## config.mk

```make
export PLATFORM = sky130hd
export DESIGN_NAME = sh4_shift_rotate_unit
export DESIGN_NICKNAME = d
export VERILOG_FILES = /design/src/rtl/sh4sr_pkg.sv /design/src/rtl/sh4sr_front.sv /design/src/rtl/sh4sr_queue.sv /design/src/rtl/sh4sr_back.sv /design/src/rtl/sh4_shift_rotate_unit.sv
export VERILOG_INCLUDE_DIRS = /design/src /design/src/rtl
export SDC_FILE = /design/constraint.sdc
export NUM_CORES = 1
export LEC_CHECK = 0
export ABC_AREA = 1
export CAP_MARGIN = 30
export CORE_UTILIZATION = 25
export DETAILED_ROUTE_END_ITERATION = 10
export DONT_BUFFER_PORTS = 1
export PLACE_DENSITY_LB_ADDON = 0.2
export SETUP_SLACK_MARGIN = 0.05
export SYNTH_ARGS = -nofsm -noshare
export SYNTH_HDL_FRONTEND = slang
export SYNTH_SLANG_ARGS = --single-unit
```

## constraint.sdc

```tcl
create_clock -name clk -period 6 [get_ports clk]
set_input_delay 0.6 -clock clk [delete_from_list [all_inputs] [get_ports clk]]
set_output_delay 0.6 -clock clk [all_outputs]
set_load 0.05 [all_outputs]
```

## src/rtl/sh4_shift_rotate_unit_assert.svh

```systemverilog
// ----------------------------------------------------------------------------
// Assertion macros for the SH-4 shift and rotate unit
// ----------------------------------------------------------------------------
`ifndef SH4_SHIFT_ROTATE_UNIT_ASSERT_SVH
`define SH4_SHIFT_ROTATE_UNIT_ASSERT_SVH

// Check that cons holds in the same cycle as ante, outside reset.
`define SH4SR_ASSERT_SAME(label, clk, rst_n, ante, cons) \
  label: assert property (@(posedge clk) disable iff (!rst_n) (ante) |-> (cons)) \
    else $error("sh4sr same-cycle check failed");

// Check that cons holds in the cycle after ante, outside reset.
`define SH4SR_ASSERT_NEXT(label, clk, rst_n, ante, cons) \
  label: assert property (@(posedge clk) disable iff (!rst_n) (ante) |=> (cons)) \
    else $error("sh4sr next-cycle check failed");

// Check a property that also spans reset.
`define SH4SR_ASSERT_RESET(label, clk, rst_n, cons) \
  label: assert property (@(posedge clk) (!rst_n) |=> (cons)) \
    else $error("sh4sr reset check failed");

`endif

```

## src/rtl/sh4sr_pkg.sv

```systemverilog
// ----------------------------------------------------------------------------
// sh4sr_pkg
// Shared types and constants of the SH-4 shift and rotate unit.
// ----------------------------------------------------------------------------
`default_nettype none

package sh4sr_pkg;

  localparam int unsigned DATA_W      = 32;
  localparam int unsigned RF_DEPTH    = 16;
  localparam int unsigned RF_AW       = 4;
  localparam int unsigned OP_W        = 4;
  localparam int unsigned IN_TDATA_W  = 48;
  localparam int unsigned OUT_TDATA_W = 72;
  localparam int unsigned Q_DEPTH     = 2;
  localparam int unsigned Q_AW        = $clog2(Q_DEPTH);
  localparam int unsigned Q_CW        = $clog2(Q_DEPTH + 1);
  localparam logic [DATA_W-1:0] PC_STEP = 32'd2;

  typedef enum logic [OP_W-1:0] {
    OP_ROTL   = 4'd0,
    OP_ROTR   = 4'd1,
    OP_ROTCL  = 4'd2,
    OP_ROTCR  = 4'd3,
    OP_SHAD   = 4'd4,
    OP_SHAR   = 4'd5,
    OP_SHLD   = 4'd6,
    OP_SHLL   = 4'd7,
    OP_SHLR   = 4'd8,
    OP_SHLL2  = 4'd9,
    OP_SHLR2  = 4'd10,
    OP_SHLL8  = 4'd11,
    OP_SHLR8  = 4'd12,
    OP_SHLL16 = 4'd13,
    OP_SHLR16 = 4'd14,
    OP_LOAD   = 4'd15
  } op_t;

  // Decoded instruction as it travels through the queue
  typedef struct packed {
    op_t               op;
    logic [RF_AW-1:0]  rn;
    logic [RF_AW-1:0]  rm;
    logic [DATA_W-1:0] ld;
    logic              upd_t;
  } item_t;

  typedef struct packed {
    logic empty;
    logic full;
  } q_stat_t;

  typedef struct packed {
    logic x_valid;
    logic x_fire;
  } bk_stat_t;

endpackage

`default_nettype wire

```

## src/rtl/sh4sr_front.sv

```systemverilog
// ----------------------------------------------------------------------------
// sh4sr_front
// Accept input words, unpack and classify them for the queue.
// ----------------------------------------------------------------------------
`default_nettype none

module sh4sr_front (
  input  wire logic                               in_tvalid,
  output logic                                    in_tready,
  input  wire logic [sh4sr_pkg::IN_TDATA_W-1:0]   in_tdata,
  input  wire sh4sr_pkg::q_stat_t                 q_stat,
  output logic                                    push,
  output sh4sr_pkg::item_t                        item
);

  sh4sr_pkg::op_t op;

  assign op        = sh4sr_pkg::op_t'(in_tdata[3:0]);
  assign in_tready = !q_stat.full;
  assign push      = in_tvalid && in_tready;

  always_comb begin
    item.op = op;
    item.rn = in_tdata[7:4];
    item.rm = in_tdata[11:8];
    item.ld = in_tdata[43:12];
    // flag the single-bit shifts and rotates, which move a bit into T
    unique case (op)
      sh4sr_pkg::OP_ROTL, sh4sr_pkg::OP_ROTR, sh4sr_pkg::OP_ROTCL,
      sh4sr_pkg::OP_ROTCR, sh4sr_pkg::OP_SHAR, sh4sr_pkg::OP_SHLL,
      sh4sr_pkg::OP_SHLR: begin
        item.upd_t = 1'b1;
      end
      default: begin
        item.upd_t = 1'b0;
      end
    endcase
  end

endmodule

`default_nettype wire

```

## src/rtl/sh4sr_queue.sv

```systemverilog
// ----------------------------------------------------------------------------
// sh4sr_queue
// Short FIFO of decoded instructions between front and back.
// ----------------------------------------------------------------------------
`default_nettype none

module sh4sr_queue (
  input  wire logic                  clk,
  input  wire logic                  rst_n,
  input  wire logic                  push,
  input  wire sh4sr_pkg::item_t      push_item,
  input  wire logic                  pop,
  output sh4sr_pkg::item_t           head,
  output sh4sr_pkg::q_stat_t         stat
);

  sh4sr_pkg::item_t             q_mem_r [sh4sr_pkg::Q_DEPTH];
  logic [sh4sr_pkg::Q_AW-1:0]   wr_ptr_r, wr_ptr_nxt;
  logic [sh4sr_pkg::Q_AW-1:0]   rd_ptr_r, rd_ptr_nxt;
  logic [sh4sr_pkg::Q_CW-1:0]   count_r, count_nxt;

  assign head       = q_mem_r[rd_ptr_r];
  assign stat.empty = (count_r == '0);
  assign stat.full  = (count_r == sh4sr_pkg::Q_CW'(sh4sr_pkg::Q_DEPTH));

  always_comb begin
    wr_ptr_nxt = push ? wr_ptr_r + 1'b1 : wr_ptr_r;
    rd_ptr_nxt = pop  ? rd_ptr_r + 1'b1 : rd_ptr_r;
    count_nxt  = count_r;
    if (push && !pop) begin
      count_nxt = count_r + 1'b1;
    end else if (pop && !push) begin
      count_nxt = count_r - 1'b1;
    end
  end

  always_ff @(posedge clk) begin
    if (!rst_n) begin
      wr_ptr_r <= '0;
      rd_ptr_r <= '0;
      count_r  <= '0;
    end else begin
      wr_ptr_r <= wr_ptr_nxt;
      rd_ptr_r <= rd_ptr_nxt;
      count_r  <= count_nxt;
    end
  end

  always_ff @(posedge clk) begin
    if (push) begin
      q_mem_r[wr_ptr_r] <= push_item;
    end
  end

endmodule

`default_nettype wire

```

## src/rtl/sh4sr_back.sv

```systemverilog
// ----------------------------------------------------------------------------
// sh4sr_back
// Register file read, shift execute, state update and output register.
// ----------------------------------------------------------------------------
`default_nettype none

module sh4sr_back (
  input  wire logic                                clk,
  input  wire logic                                rst_n,
  input  wire sh4sr_pkg::item_t                    head,
  input  wire sh4sr_pkg::q_stat_t                  q_stat,
  output logic                                     pop,
  output logic                                     out_tvalid,
  input  wire logic                                out_tready,
  output logic [sh4sr_pkg::OUT_TDATA_W-1:0]        out_tdata,
  output sh4sr_pkg::bk_stat_t                      stat
);

  localparam int unsigned DW = sh4sr_pkg::DATA_W;

  // register file: no reset on the array, valid bits stand in for zero
  logic [DW-1:0]                  rf_mem_r [sh4sr_pkg::RF_DEPTH];
  logic [sh4sr_pkg::RF_DEPTH-1:0] rf_vld_r;

  // execute stage
  logic                           x_valid_r;
  sh4sr_pkg::op_t                 x_op_r;
  logic [sh4sr_pkg::RF_AW-1:0]    x_rn_r;
  logic [DW-1:0]                  x_ld_r;
  logic                           x_upd_t_r;
  logic [DW-1:0]                  rd_n_r, rd_m_r, fwd_r;
  logic                           byp_n_r, byp_m_r, vld_n_r, vld_m_r;

  // architectural state
  logic                           t_r;
  logic [DW-1:0]                  pc_r, pc_nxt;

  // output register
  logic                           out_valid_r;
  logic [DW-1:0]                  out_res_r;
  logic                           out_t_r;
  logic [DW-1:0]                  out_pc_r;

  logic                           x_adv;
  logic [DW-1:0]                  v, a;
  logic [DW-1:0]                  x_res;
  logic                           t_calc, t_nxt;
  logic [4:0]                     amt;
  logic [5:0]                     rsh;
  logic                           arith;
  logic [DW-1:0]                  dyn_res;

  assign x_adv = x_valid_r && (!out_valid_r || out_tready);
  assign pop   = !q_stat.empty && (!x_valid_r || x_adv);

  // operand select: forward from the retiring instruction, else file or zero
  assign v = byp_n_r ? fwd_r : (vld_n_r ? rd_n_r : '0);
  assign a = byp_m_r ? fwd_r : (vld_m_r ? rd_m_r : '0);

  // dynamic shift: right amount is 32 - Rm[4:0], a full 32 gives fill bits
  assign amt   = a[4:0];
  assign rsh   = 6'd32 - {1'b0, amt};
  assign arith = (x_op_r == sh4sr_pkg::OP_SHAD);

  always_comb begin
    if (!a[DW-1]) begin
      dyn_res = v << amt;
    end else if (arith) begin
      dyn_res = DW'($signed(v) >>> rsh);
    end else begin
      dyn_res = v >> rsh;
    end
  end

  always_comb begin
    t_calc = t_r;
    unique case (x_op_r)
      sh4sr_pkg::OP_ROTL: begin
        t_calc = v[DW-1];
        x_res  = {v[DW-2:0], v[DW-1]};
      end
      sh4sr_pkg::OP_ROTR: begin
        t_calc = v[0];
        x_res  = {v[0], v[DW-1:1]};
      end
      sh4sr_pkg::OP_ROTCL: begin
        t_calc = v[DW-1];
        x_res  = {v[DW-2:0], t_r};
      end
      sh4sr_pkg::OP_ROTCR: begin
        t_calc = v[0];
        x_res  = {t_r, v[DW-1:1]};
      end
      sh4sr_pkg::OP_SHAR: begin
        t_calc = v[0];
        x_res  = {v[DW-1], v[DW-1:1]};
      end
      sh4sr_pkg::OP_SHLL: begin
        t_calc = v[DW-1];
        x_res  = {v[DW-2:0], 1'b0};
      end
      sh4sr_pkg::OP_SHLR: begin
        t_calc = v[0];
        x_res  = {1'b0, v[DW-1:1]};
      end
      sh4sr_pkg::OP_SHAD,
      sh4sr_pkg::OP_SHLD:   x_res = dyn_res;
      sh4sr_pkg::OP_SHLL2:  x_res = v << 2;
      sh4sr_pkg::OP_SHLR2:  x_res = v >> 2;
      sh4sr_pkg::OP_SHLL8:  x_res = v << 8;
      sh4sr_pkg::OP_SHLR8:  x_res = v >> 8;
      sh4sr_pkg::OP_SHLL16: x_res = v << 16;
      sh4sr_pkg::OP_SHLR16: x_res = v >> 16;
      sh4sr_pkg::OP_LOAD:   x_res = x_ld_r;
      default:              x_res = x_ld_r;
    endcase
  end

  assign t_nxt  = x_upd_t_r ? t_calc : t_r;
  assign pc_nxt = pc_r + sh4sr_pkg::PC_STEP;

  // control state
  always_ff @(posedge clk) begin
    if (!rst_n) begin
      x_valid_r   <= 1'b0;
      out_valid_r <= 1'b0;
      rf_vld_r    <= '0;
      t_r         <= 1'b0;
      pc_r        <= '0;
    end else begin
      if (pop) begin
        x_valid_r <= 1'b1;
      end else if (x_adv) begin
        x_valid_r <= 1'b0;
      end
      if (x_adv) begin
        out_valid_r      <= 1'b1;
        rf_vld_r[x_rn_r] <= 1'b1;
        t_r              <= t_nxt;
        pc_r             <= pc_nxt;
      end else if (out_tready) begin
        out_valid_r <= 1'b0;
      end
    end
  end

  // register file write and registered reads
  always_ff @(posedge clk) begin
    if (x_adv) begin
      rf_mem_r[x_rn_r] <= x_res;
    end
    if (pop) begin
      rd_n_r <= rf_mem_r[head.rn];
      rd_m_r <= rf_mem_r[head.rm];
    end
  end

  // execute stage payload
  always_ff @(posedge clk) begin
    if (pop) begin
      x_op_r    <= head.op;
      x_rn_r    <= head.rn;
      x_ld_r    <= head.ld;
      x_upd_t_r <= head.upd_t;
      vld_n_r   <= rf_vld_r[head.rn];
      vld_m_r   <= rf_vld_r[head.rm];
      byp_n_r   <= x_adv && (x_rn_r == head.rn);
      byp_m_r   <= x_adv && (x_rn_r == head.rm);
      fwd_r     <= x_res;
    end
  end

  // output payload
  always_ff @(posedge clk) begin
    if (x_adv) begin
      out_res_r <= x_res;
      out_t_r   <= t_nxt;
      out_pc_r  <= pc_nxt;
    end
  end

  assign out_tvalid   = out_valid_r;
  assign out_tdata    = {7'd0, out_pc_r, out_t_r, out_res_r};
  assign stat.x_valid = x_valid_r;
  assign stat.x_fire  = x_adv;

endmodule

`default_nettype wire

```

## src/rtl/sh4_shift_rotate_unit.sv

```systemverilog
// ----------------------------------------------------------------------------
// sh4_shift_rotate_unit - SH-4 shift and rotate instruction executor
// Path: an accepted word goes through queue, execute stage, output register.
// Throughput: one word per cycle unless out_tready stalls the output, set by
// the single execute stage: register file read, shift, write back, forward.
// Reset: synchronous rst_n clears queue, valid bits, T, PC and both valids.
// ----------------------------------------------------------------------------
`default_nettype none
`include "sh4_shift_rotate_unit_assert.svh"

// Structure:
//   front  - unpack in_tdata, mark instructions that update T, push
//   queue  - two-entry FIFO, lets input and execute stall on their own
//   back   - read Rn and Rm (registered), shift, write back, drive output
//
// The register file reads are registered, so an instruction that reads
// the register retired in the same cycle takes the forwarded value.
// Entries never written read as zero through per-entry valid bits.

module sh4_shift_rotate_unit (
  input  wire logic                                clk,
  input  wire logic                                rst_n,
  input  wire logic                                in_tvalid,
  output logic                                     in_tready,
  // [3:0] operation, [7:4] rn, [11:8] rm, [43:12] load_value, [47:44] zero
  input  wire logic [sh4sr_pkg::IN_TDATA_W-1:0]    in_tdata,
  output logic                                     out_tvalid,
  input  wire logic                                out_tready,
  // [31:0] rn_result, [32] t_out, [64:33] next_pc, [71:65] zero
  output logic [sh4sr_pkg::OUT_TDATA_W-1:0]        out_tdata
);

  logic                 push;
  logic                 pop;
  sh4sr_pkg::item_t     push_item;
  sh4sr_pkg::item_t     head;
  sh4sr_pkg::q_stat_t   q_stat;
  sh4sr_pkg::bk_stat_t  bk_stat;

  // accept and classify
  sh4sr_front u_front (
    .in_tvalid (in_tvalid),
    .in_tready (in_tready),
    .in_tdata  (in_tdata),
    .q_stat    (q_stat),
    .push      (push),
    .item      (push_item)
  );

  // hold decoded words until the back end takes them
  sh4sr_queue u_queue (
    .clk       (clk),
    .rst_n     (rst_n),
    .push      (push),
    .push_item (push_item),
    .pop       (pop),
    .head      (head),
    .stat      (q_stat)
  );

  // execute and retire
  sh4sr_back u_back (
    .clk        (clk),
    .rst_n      (rst_n),
    .head       (head),
    .q_stat     (q_stat),
    .pop        (pop),
    .out_tvalid (out_tvalid),
    .out_tready (out_tready),
    .out_tdata  (out_tdata),
    .stat       (bk_stat)
  );

  // an accepted word is in the queue on the next cycle
  `SH4SR_ASSERT_NEXT(a_push_lands, clk, rst_n, push, !q_stat.empty)
  // a retiring instruction always shows as a result next cycle
  `SH4SR_ASSERT_NEXT(a_retire_shows, clk, rst_n, bk_stat.x_fire, out_tvalid)
  // the back end only pops into a free or draining execute stage
  `SH4SR_ASSERT_SAME(a_pop_room, clk, rst_n, pop && bk_stat.x_valid, bk_stat.x_fire)
  // reset leaves nothing queued and nothing offered
  `SH4SR_ASSERT_RESET(a_reset_idle, clk, rst_n, !out_tvalid && q_stat.empty)

endmodule

`default_nettype wire
```

==> results.py, run 1 <==
metrics = {
    "clock_network": {
        "cts_tree": "built",
        "cts-hold-fix-buffers": 45,
        "clock-root-buffer": "clkbuf_16",
        "cts_buffers": 89,
        "clock_latency_ns": 0.70,
        "clk_pin_slew_ns": 0.06,
        "ctsHtreeMaxLevel": 3,
        "cts_post_setup_buffers_inserted": 0,
        "cts_resized": 0,
        "clk_path_buf_depth": 3,
        "cts.sinks": 836,
    },
    "critical_path": {
        "worstPathArrival_ns": 4.87,
        "rrSetupSlack_ns": 1.48,
        "critPathKind": "register to register",
        "crit_path_cell_trace": "inv_1 -> nand3_1 -> nand2_2 -> nor2_4 -> nand2_4 -> nand2_2 -> nand2_1 -> nand3_1 -> nand3_1 -> nand3_1 -> nand2_1 -> nand2_1 -> nand2_1 -> a21oi_2",
        "end_kind": "register",
        "cp_max_fo": 37,
        "crit_slowest_cell": "a21oi_2",
        "cp-start-kind": "register",
        "max_stage_delay_ns": 0.84,
        "cp_data_required_time_ns": 6.35,
    },
    "worst_hold_path": {
        "hp-class": "input pin to register",
    },
    "sta": {
        "hold_violations": 0,
        "setup_tns_ns": 0,
        "max_clock_freq_mhz": 221,
        "rsz0062_at_grt": "false",
        "timing.final.crit_share": 0.753,
        "relSlewSlack": 0.252,
        "slew_violations": 0,
        "skew_ns": 0.0404,
        "layout_min_cycle_time_ns": 4.52,
        "tightest_slew_ns": 1.09,
        "finalSetupViolCount": 0,
    },
    "routing": {
        "vias_per_cell": 4.97,
        "drt_iter0_markers": 2866,
        "ant_nets": 0,
        "wl_per_cell_um": 23.1,
        "first_pass_iters": 7,
        "route.detailed.drc": 0,
        "drt_wl_total_um": 140000,
        "vias": 30272,
    },
    "logic_synthesis": {
        "synth-main-ff-cell": "edfxtp_1",
        "synth_edf_count": 781,
        "synth_largest_area_cell": "edfxtp_1",
        "synth-seq-cells": 836,
        "yosysUniqueCellTypes": 53,
        "syn_inst": 3943,
        "avgSynthCellArea_um2": 9.99,
        "synth_top_area_share": 0.595,
        "ys_seq_area_frac": 0.623,
        "yosys_warnings": 0,
        "synth.area.top_cells": "edfxtp_1 (60%), nand2_1 (7.5%), o21ai_0 (5.4%)",
        "async_flop_share": 0,
        "synth_area_um2": 39400,
    },
    "outcome": {
        "status": "complete, no violations",
    },
    "die": {
        "dieArea_um2": 159000,
        "chipWidth_um": 399,
        "fp.dieH_um": 399,
        "std_cell_rows": 145,
        "initial_utilization": 0.252,
        "core_area_um2": 156000,
        "io_pins": 126,
    },
    "final_layout": {
        "synthToLayoutAreaGrowth_pct": 16.1,
        "nFillCells": 16314,
        "layout_common_cells": "edfxtp_1 (781), nand2_1 (778), o21ai_0 (421)",
        "final_nets": 4004,
        "layout.cells.most_common": "edfxtp_1",
        "drive_above_1_share": 0.0941,
    },
    "job": {
        "maxCapViolCount": 0,
    },
    "global_route": {
        "antenna_found_initial": 2,
        "grt_max_degree": 129,
        "track_usage": 0.172,
        "grt_pass1_wl_um": 202000,
        "grt_overflow": 0,
        "grt_pass1_vias": 28675,
    },
    "placement": {
        "gp_congestion": 0.920,
        "hpwl_um": 89100,
        "port_buffers": 0,
    },
}
## flip-flops by register name (all words and copies together) (netlist names), 6 cells and up, named ones only
name and count:
u_back.rd_m_r 6, u_back.rf_vld_r 16, u_back.fwd_r 32, u_back.pc_r 31
u_back.rd_n_r 32, u_back.out_pc_r 31, u_back.rf_mem_r 512, u_queue.q_mem_r 90
u_back.out_res_r 32, u_back.x_ld_r 32
## cells in the mapped netlist (all sizes together) (3+ instances only)
cell	number
nand3	226
a21oi	393
nor2	266
a221oi	24
or2	9
nand4	11
clkbuf	173
a31oi	4
o21ai	468
xor2	27
a2111oi	4
clkinv	7
o311ai	8
a21boi	4
o2111ai	4
o221ai	83
nor3	68
nor4	8
o32ai	32
o22ai	48
nand2	800
inv	279
o31ai	3
buf	91
a22oi	6
edfxtp	781
o211ai	34
dfxtp	55
a211oi	20
## final cells by class
type	count	area [um^2]	area share
Antenna cell	1	2.50	0.0000547
Clock buffer	126	2480	0.0541
Inverter	286	1080	0.0237
Sequential cell	836	24600	0.537
Timing Repair Buffer	173	1630	0.0356
Clock inverter	41	452	0.00987
Tap cell	2058	2570	0.0563
Multi-Input combinational cell	2564	13000	0.284
## stage by stage
step                      setup slack, ns  area (um^2)  std cells  hold WS (ns)   util
after floorplan                      2.23        39400       3950         0.426      -
after global placement               1.69        42200       5863         0.436  0.270
after detailed placement             1.64        42400       5872         0.444  0.271
after CTS                            1.62        45700       6084      0.000514  0.292
after global routing                 1.18        45700       6084        0.0265  0.292
final                                1.48        45700       6085        0.0499  0.292
## critical path, delay by kind of cell (launching register included)
family                 cells  cell delay (ns)
AO/OA/AOI/OAI              1             0.84
buffers and inverters      1             0.19
flip-flops                 1             0.60
AND/OR/NAND/NOR           12             2.49
## per-layer routing
| layer | vias to the layer above | global-route usage | share of wire |
|---|---|---|---|
| li1 | 14150 | - | - |
| met1 | 14927 | 0.233 | 0.45 |
| met2 | 979 | 0.278 | 0.47 |
| met3 | 214 | 0.0309 | 0.060 |
| met4 | 2 | 0.0523 | 0.028 |
| met5 | - | 0 | 0.000093 |
## final timing paths
kind,from,endpoint,depth (start not counted)
worst max-delay path,u_back.byp_m_r$_DFFE_PP_,u_back.rf_mem_r[8][6]$_DFFE_PP_,14
worst max register to register,u_back.byp_m_r$_DFFE_PP_,u_back.rf_mem_r[8][6]$_DFFE_PP_,14
worst min register to register,u_queue.rd_ptr_r$_SDFFE_PN0P_,register,1
worst min-delay path,rst_n,u_back.pc_r[2]$_SDFFE_PN0P_,2
## cells by family (layout without fill, tap and decap cells)
group                      count (synthesis)  in the layout  share of synthesized area
DFF                                      836            836                      0.623
buffers and inverters                    550            626                     0.0563
adders and majority gates                  2              2                   0.000635
other                                      1              9                  0.0000952
xor gates and xnor gates                  27             27                    0.00600
and+or+nand+nor                         1390           1390                      0.146
AOI/OAI and AO/OA                       1137           1137                      0.168
Power of run 1 is left out: the tool's default activity adds up to more than one toggle a clock period on the data nets, which glitch-free logic cannot reach.
==> inputs of run 2 (changes only) <==
Settings changed: ABC_AREA 1 to 0.
Clock period 6 ns to 3.9 ns, I/O delays scaled along.
==> run 2 against run 1 <==
Fmax grew 20%; count of clock-buffer cells in the layout shrank 11; utilization increased by 1.4 points; register-to-register slack got worse by 1.4 ns; setup slack worse by 1.4 ns; final area is 3.3% higher; area after synthesis decreased by 1.3%; the flow now finishes with violations (DRC); largest cell class unchanged; routed wire length grew 0.65%; die area decreased by 1.3%; sequential cell count unchanged.
==> results.py, run 2 <==
metrics = {
    "outcome": {
        "status": "complete, but fails checks",
        "failed_checks": "DRC",
    },
    "pwr": {
        "ir_worst_vdd_mv": 0.487,
        "seqPwrFrac": 0.319,
        "power.density_nw_per_um2": 1020,
        "p_comb_frac": 0.503,
        "power_mw": 48.4,
        "p_leak_nw": 16.1,
        "clockPowerShare": 0.178,
        "p_switching_mw": 21.6,
        "internal-power_mw": 26.8,
        "switching_share": 0.446,
    },
    "die": {
        "fp.dieH_um": 396,
        "io_pins": 126,
        "chipWidth_um": 396,
        "std_cell_rows": 144,
        "core_area_um2": 154000,
        "dieArea_um2": 157000,
        "initial_utilization": 0.252,
    },
    "final_layout": {
        "drive_above_1_share": 0.179,
        "layout.cells.most_common": "edfxtp_1",
        "nFillCells": 15682,
        "synthToLayoutAreaGrowth_pct": 21.5,
        "layout_common_cells": "edfxtp_1 (781), nand2_1 (638), nand3_1 (308)",
        "largest_reg_flops": 512,
        "largestRegisters": "u_back.rf_mem_r (512), u_queue.q_mem_r (90)",
        "final_nets": 3494,
        "largest-register": "u_back.rf_mem_r",
    },
    "logic_synthesis": {
        "yosys.area_share.simple": 0.139,
        "synth_edf_count": 781,
        "synth-seq-cells": 836,
        "synthTopCellsByCount": "edfxtp_1 (781), nand2_1 (638), nand3_1 (308), clkbuf_1 (185), nor2_1 (126)",
        "avgSynthCellArea_um2": 12.0,
        "synth.area.mux_share": 0.0642,
        "yosysUniqueCellTypes": 85,
        "synth_area_um2": 38900,
        "synthAdderAreaFrac": 0.000644,
        "synth_top_area_share": 0.603,
        "synth_compound_area_frac": 0.118,
        "synth_top_family_by_area": "simple AND/OR/NAND/NOR gates",
        "synth-main-ff-cell": "edfxtp_1",
        "synth_largest_area_cell": "edfxtp_1",
        "async_flop_share": 0,
        "synth_most_common_cell": "edfxtp_1",
        "ys_seq_area_frac": 0.632,
        "syn_inst": 3238,
        "synthXorXnorAreaFrac": 0.0161,
        "yosys_warnings": 0,
        "synth.area.top_cells": "edfxtp_1 (60%), nand2_1 (6.2%), nand3_1 (4.0%)",
    },
    "critical_path": {
        "cp_max_fo": 42,
        "critPathKind": "register to register",
        "worstPathArrival_ns": 4.17,
        "end_kind": "register",
        "cp-start-kind": "register",
        "cp_data_required_time_ns": 4.29,
    },
    "sta": {
        "hold_violations": 0,
        "timing.final.crit_share": 0.970,
        "slew_violations": 0,
        "layout_min_cycle_time_ns": 3.78,
        "skew_ns": 0.0524,
        "relSlewSlack": 0.374,
        "tightest_slew_ns": 0.938,
        "rsz0062_at_grt": "false",
        "max_clock_freq_mhz": 264,
        "hold_slack_ns": 0.0612,
        "finalSetupViolCount": 0,
    },
    "clock_network": {
        "ctsHtreeMaxLevel": 3,
        "clock_latency_ns": 0.72,
        "cts_tree": "built",
        "clock-root-buffer": "clkbuf_16",
        "clk_pin_slew_ns": 0.06,
        "cts.sinks": 836,
        "clk_path_buf_depth": 3,
        "cts_buffers": 94,
    },
    "job": {
        "maxCapViolCount": 0,
    },
    "routing": {
        "ant_nets": 0,
        "drt_iter0_markers": 2717,
        "vias": 28228,
        "wl_per_cell_um": 25.4,
        "route.detailed.drc": 32,
        "vias_per_cell": 5.07,
        "drt_wl_total_um": 141000,
        "first_pass_iters": 10,
    },
    "global_route": {
        "grt_pass1_wl_um": 202000,
        "antenna_found_initial": 8,
        "grt_max_degree": 82,
        "track_usage": 0.175,
        "grt_pass1_vias": 27585,
        "grt_overflow": 0,
    },
    "placement": {
        "gp_congestion": 0.992,
        "port_buffers": 0,
        "hpwl_um": 93600,
    },
    "worst_hold_path": {
        "hp-class": "input pin to register",
    },
}
==> run 2: cell count changes after synthesis, sizes merged, moves of 83 or more <==
cell and change:
nor2 -138, nand3 +83, inv -271, a21oi -321, mux2i +100, o21ai -353
nand2 -161
==> run 2: power groups by stage <==
stage / registers [mW] / logic [mW] / clock network [mW]
after floorplan: 15.2 / 12.0 / 0
after global placement: 15.6 / 24.0 / 0
after detailed placement: 15.6 / 23.7 / 0
after CTS: 15.4 / 24.0 / 8.89
after global routing: 15.5 / 25.6 / 9.22
final: 15.4 / 24.3 / 8.61
==> run 2: through the flow <==
step,std cells,TNS (ns),utilization,instance area (um^2),setup WS [ns]
CTS,5558,0,0.306,47100,0.0558
global placement,5334,0,0.283,43600,0.0118
detailed placement,5335,-0.0436,0.283,43600,-0.00368
finish,5565,0,0.306,47200,0.119
floorplan,3245,-37.89,-,38900,-0.184
global route,5562,0,0.306,47200,0.0563
==> run 2: kinds of logic after synthesis <==
group / count (synthesis)
AND/OR/NAND/NOR: 1232
flip-flops: 836
AO/OA/AOI/OAI: 639
buffers and inverters: 267
multiplexers: 192
XOR/XNOR: 69
adder cells (fa/ha/maj): 2
other: 1
==> run 2: worst max-delay path, cell delays in order (launching register included) <==
cell and delay (ns):
edfxtp_1 0.47, buf_12 0.21, a22oi_4 0.19, buf_12 0.29, mux2i_1 0.37, buf_4 0.19, mux2i_1 0.07, buf_4 0.18
mux2_2 0.29, mux2_2 0.31, o21a_1 0.18, o221ai_1 0.06, buf_4 0.18, nand2_1 0.15, buf_4 0.26
==> run 2: timing repair <==
action | CTS | global route
buffers inserted | 3 | 1
pin swaps | 1 | 1
endpoints found under the hold margin | 145 | 0
resized for setup | 2 | 12
endpoints found under the setup margin | 36 | 161
cloned | 0 | 1
hold buffers | 46 | 0
==> run 2: path summary, 6_finish.rpt <==
| path | start | end | slack, ns | depth (start not counted) |
|---|---|---|---|---|
| max | u_back.byp_m_r$_DFFE_PP_ | u_back.rf_mem_r[2][28]$_DFFE_PP_ | 0.12 | 14 |
| min | rst_n | u_back.pc_r[31]$_SDFFE_PN0P_ | 0.06 | 2 |
| max reg2reg | u_back.byp_m_r$_DFFE_PP_ | u_back.rf_mem_r[2][28]$_DFFE_PP_ | 0.12 | 14 |
| min reg2reg | u_back.rf_vld_r[7]$_SDFFE_PN0P_ | u_back.rf_vld_r[7]$_SDFFE_PN0P_ | 0.49 | 1 |
==> run 2: final cells by class <==
cell class	count	area, um^2	area share
clock buffer	115	2450	0.0519
clock inverter	59	556	0.0118
tap	2044	2560	0.0541
sequential	836	24600	0.520
timing repair buffer	355	3470	0.0735
inverter	10	55.1	0.00117
multi-input combinational	2143	13600	0.288
antenna	3	7.51	0.000159
==> run 2: per-layer routing <==
layer / vias to the layer above / wire, um / global-route usage
li1: 12748 / - / -
met3: 273 / 8330 / 0.0286
met2: 1003 / 64400 / 0.275
met5: - / 11 / 0
met1: 14202 / 62900 / 0.241
met4: 2 / 5550 / 0.0692
No activity file was read; power rests on OpenSTA's default activity.
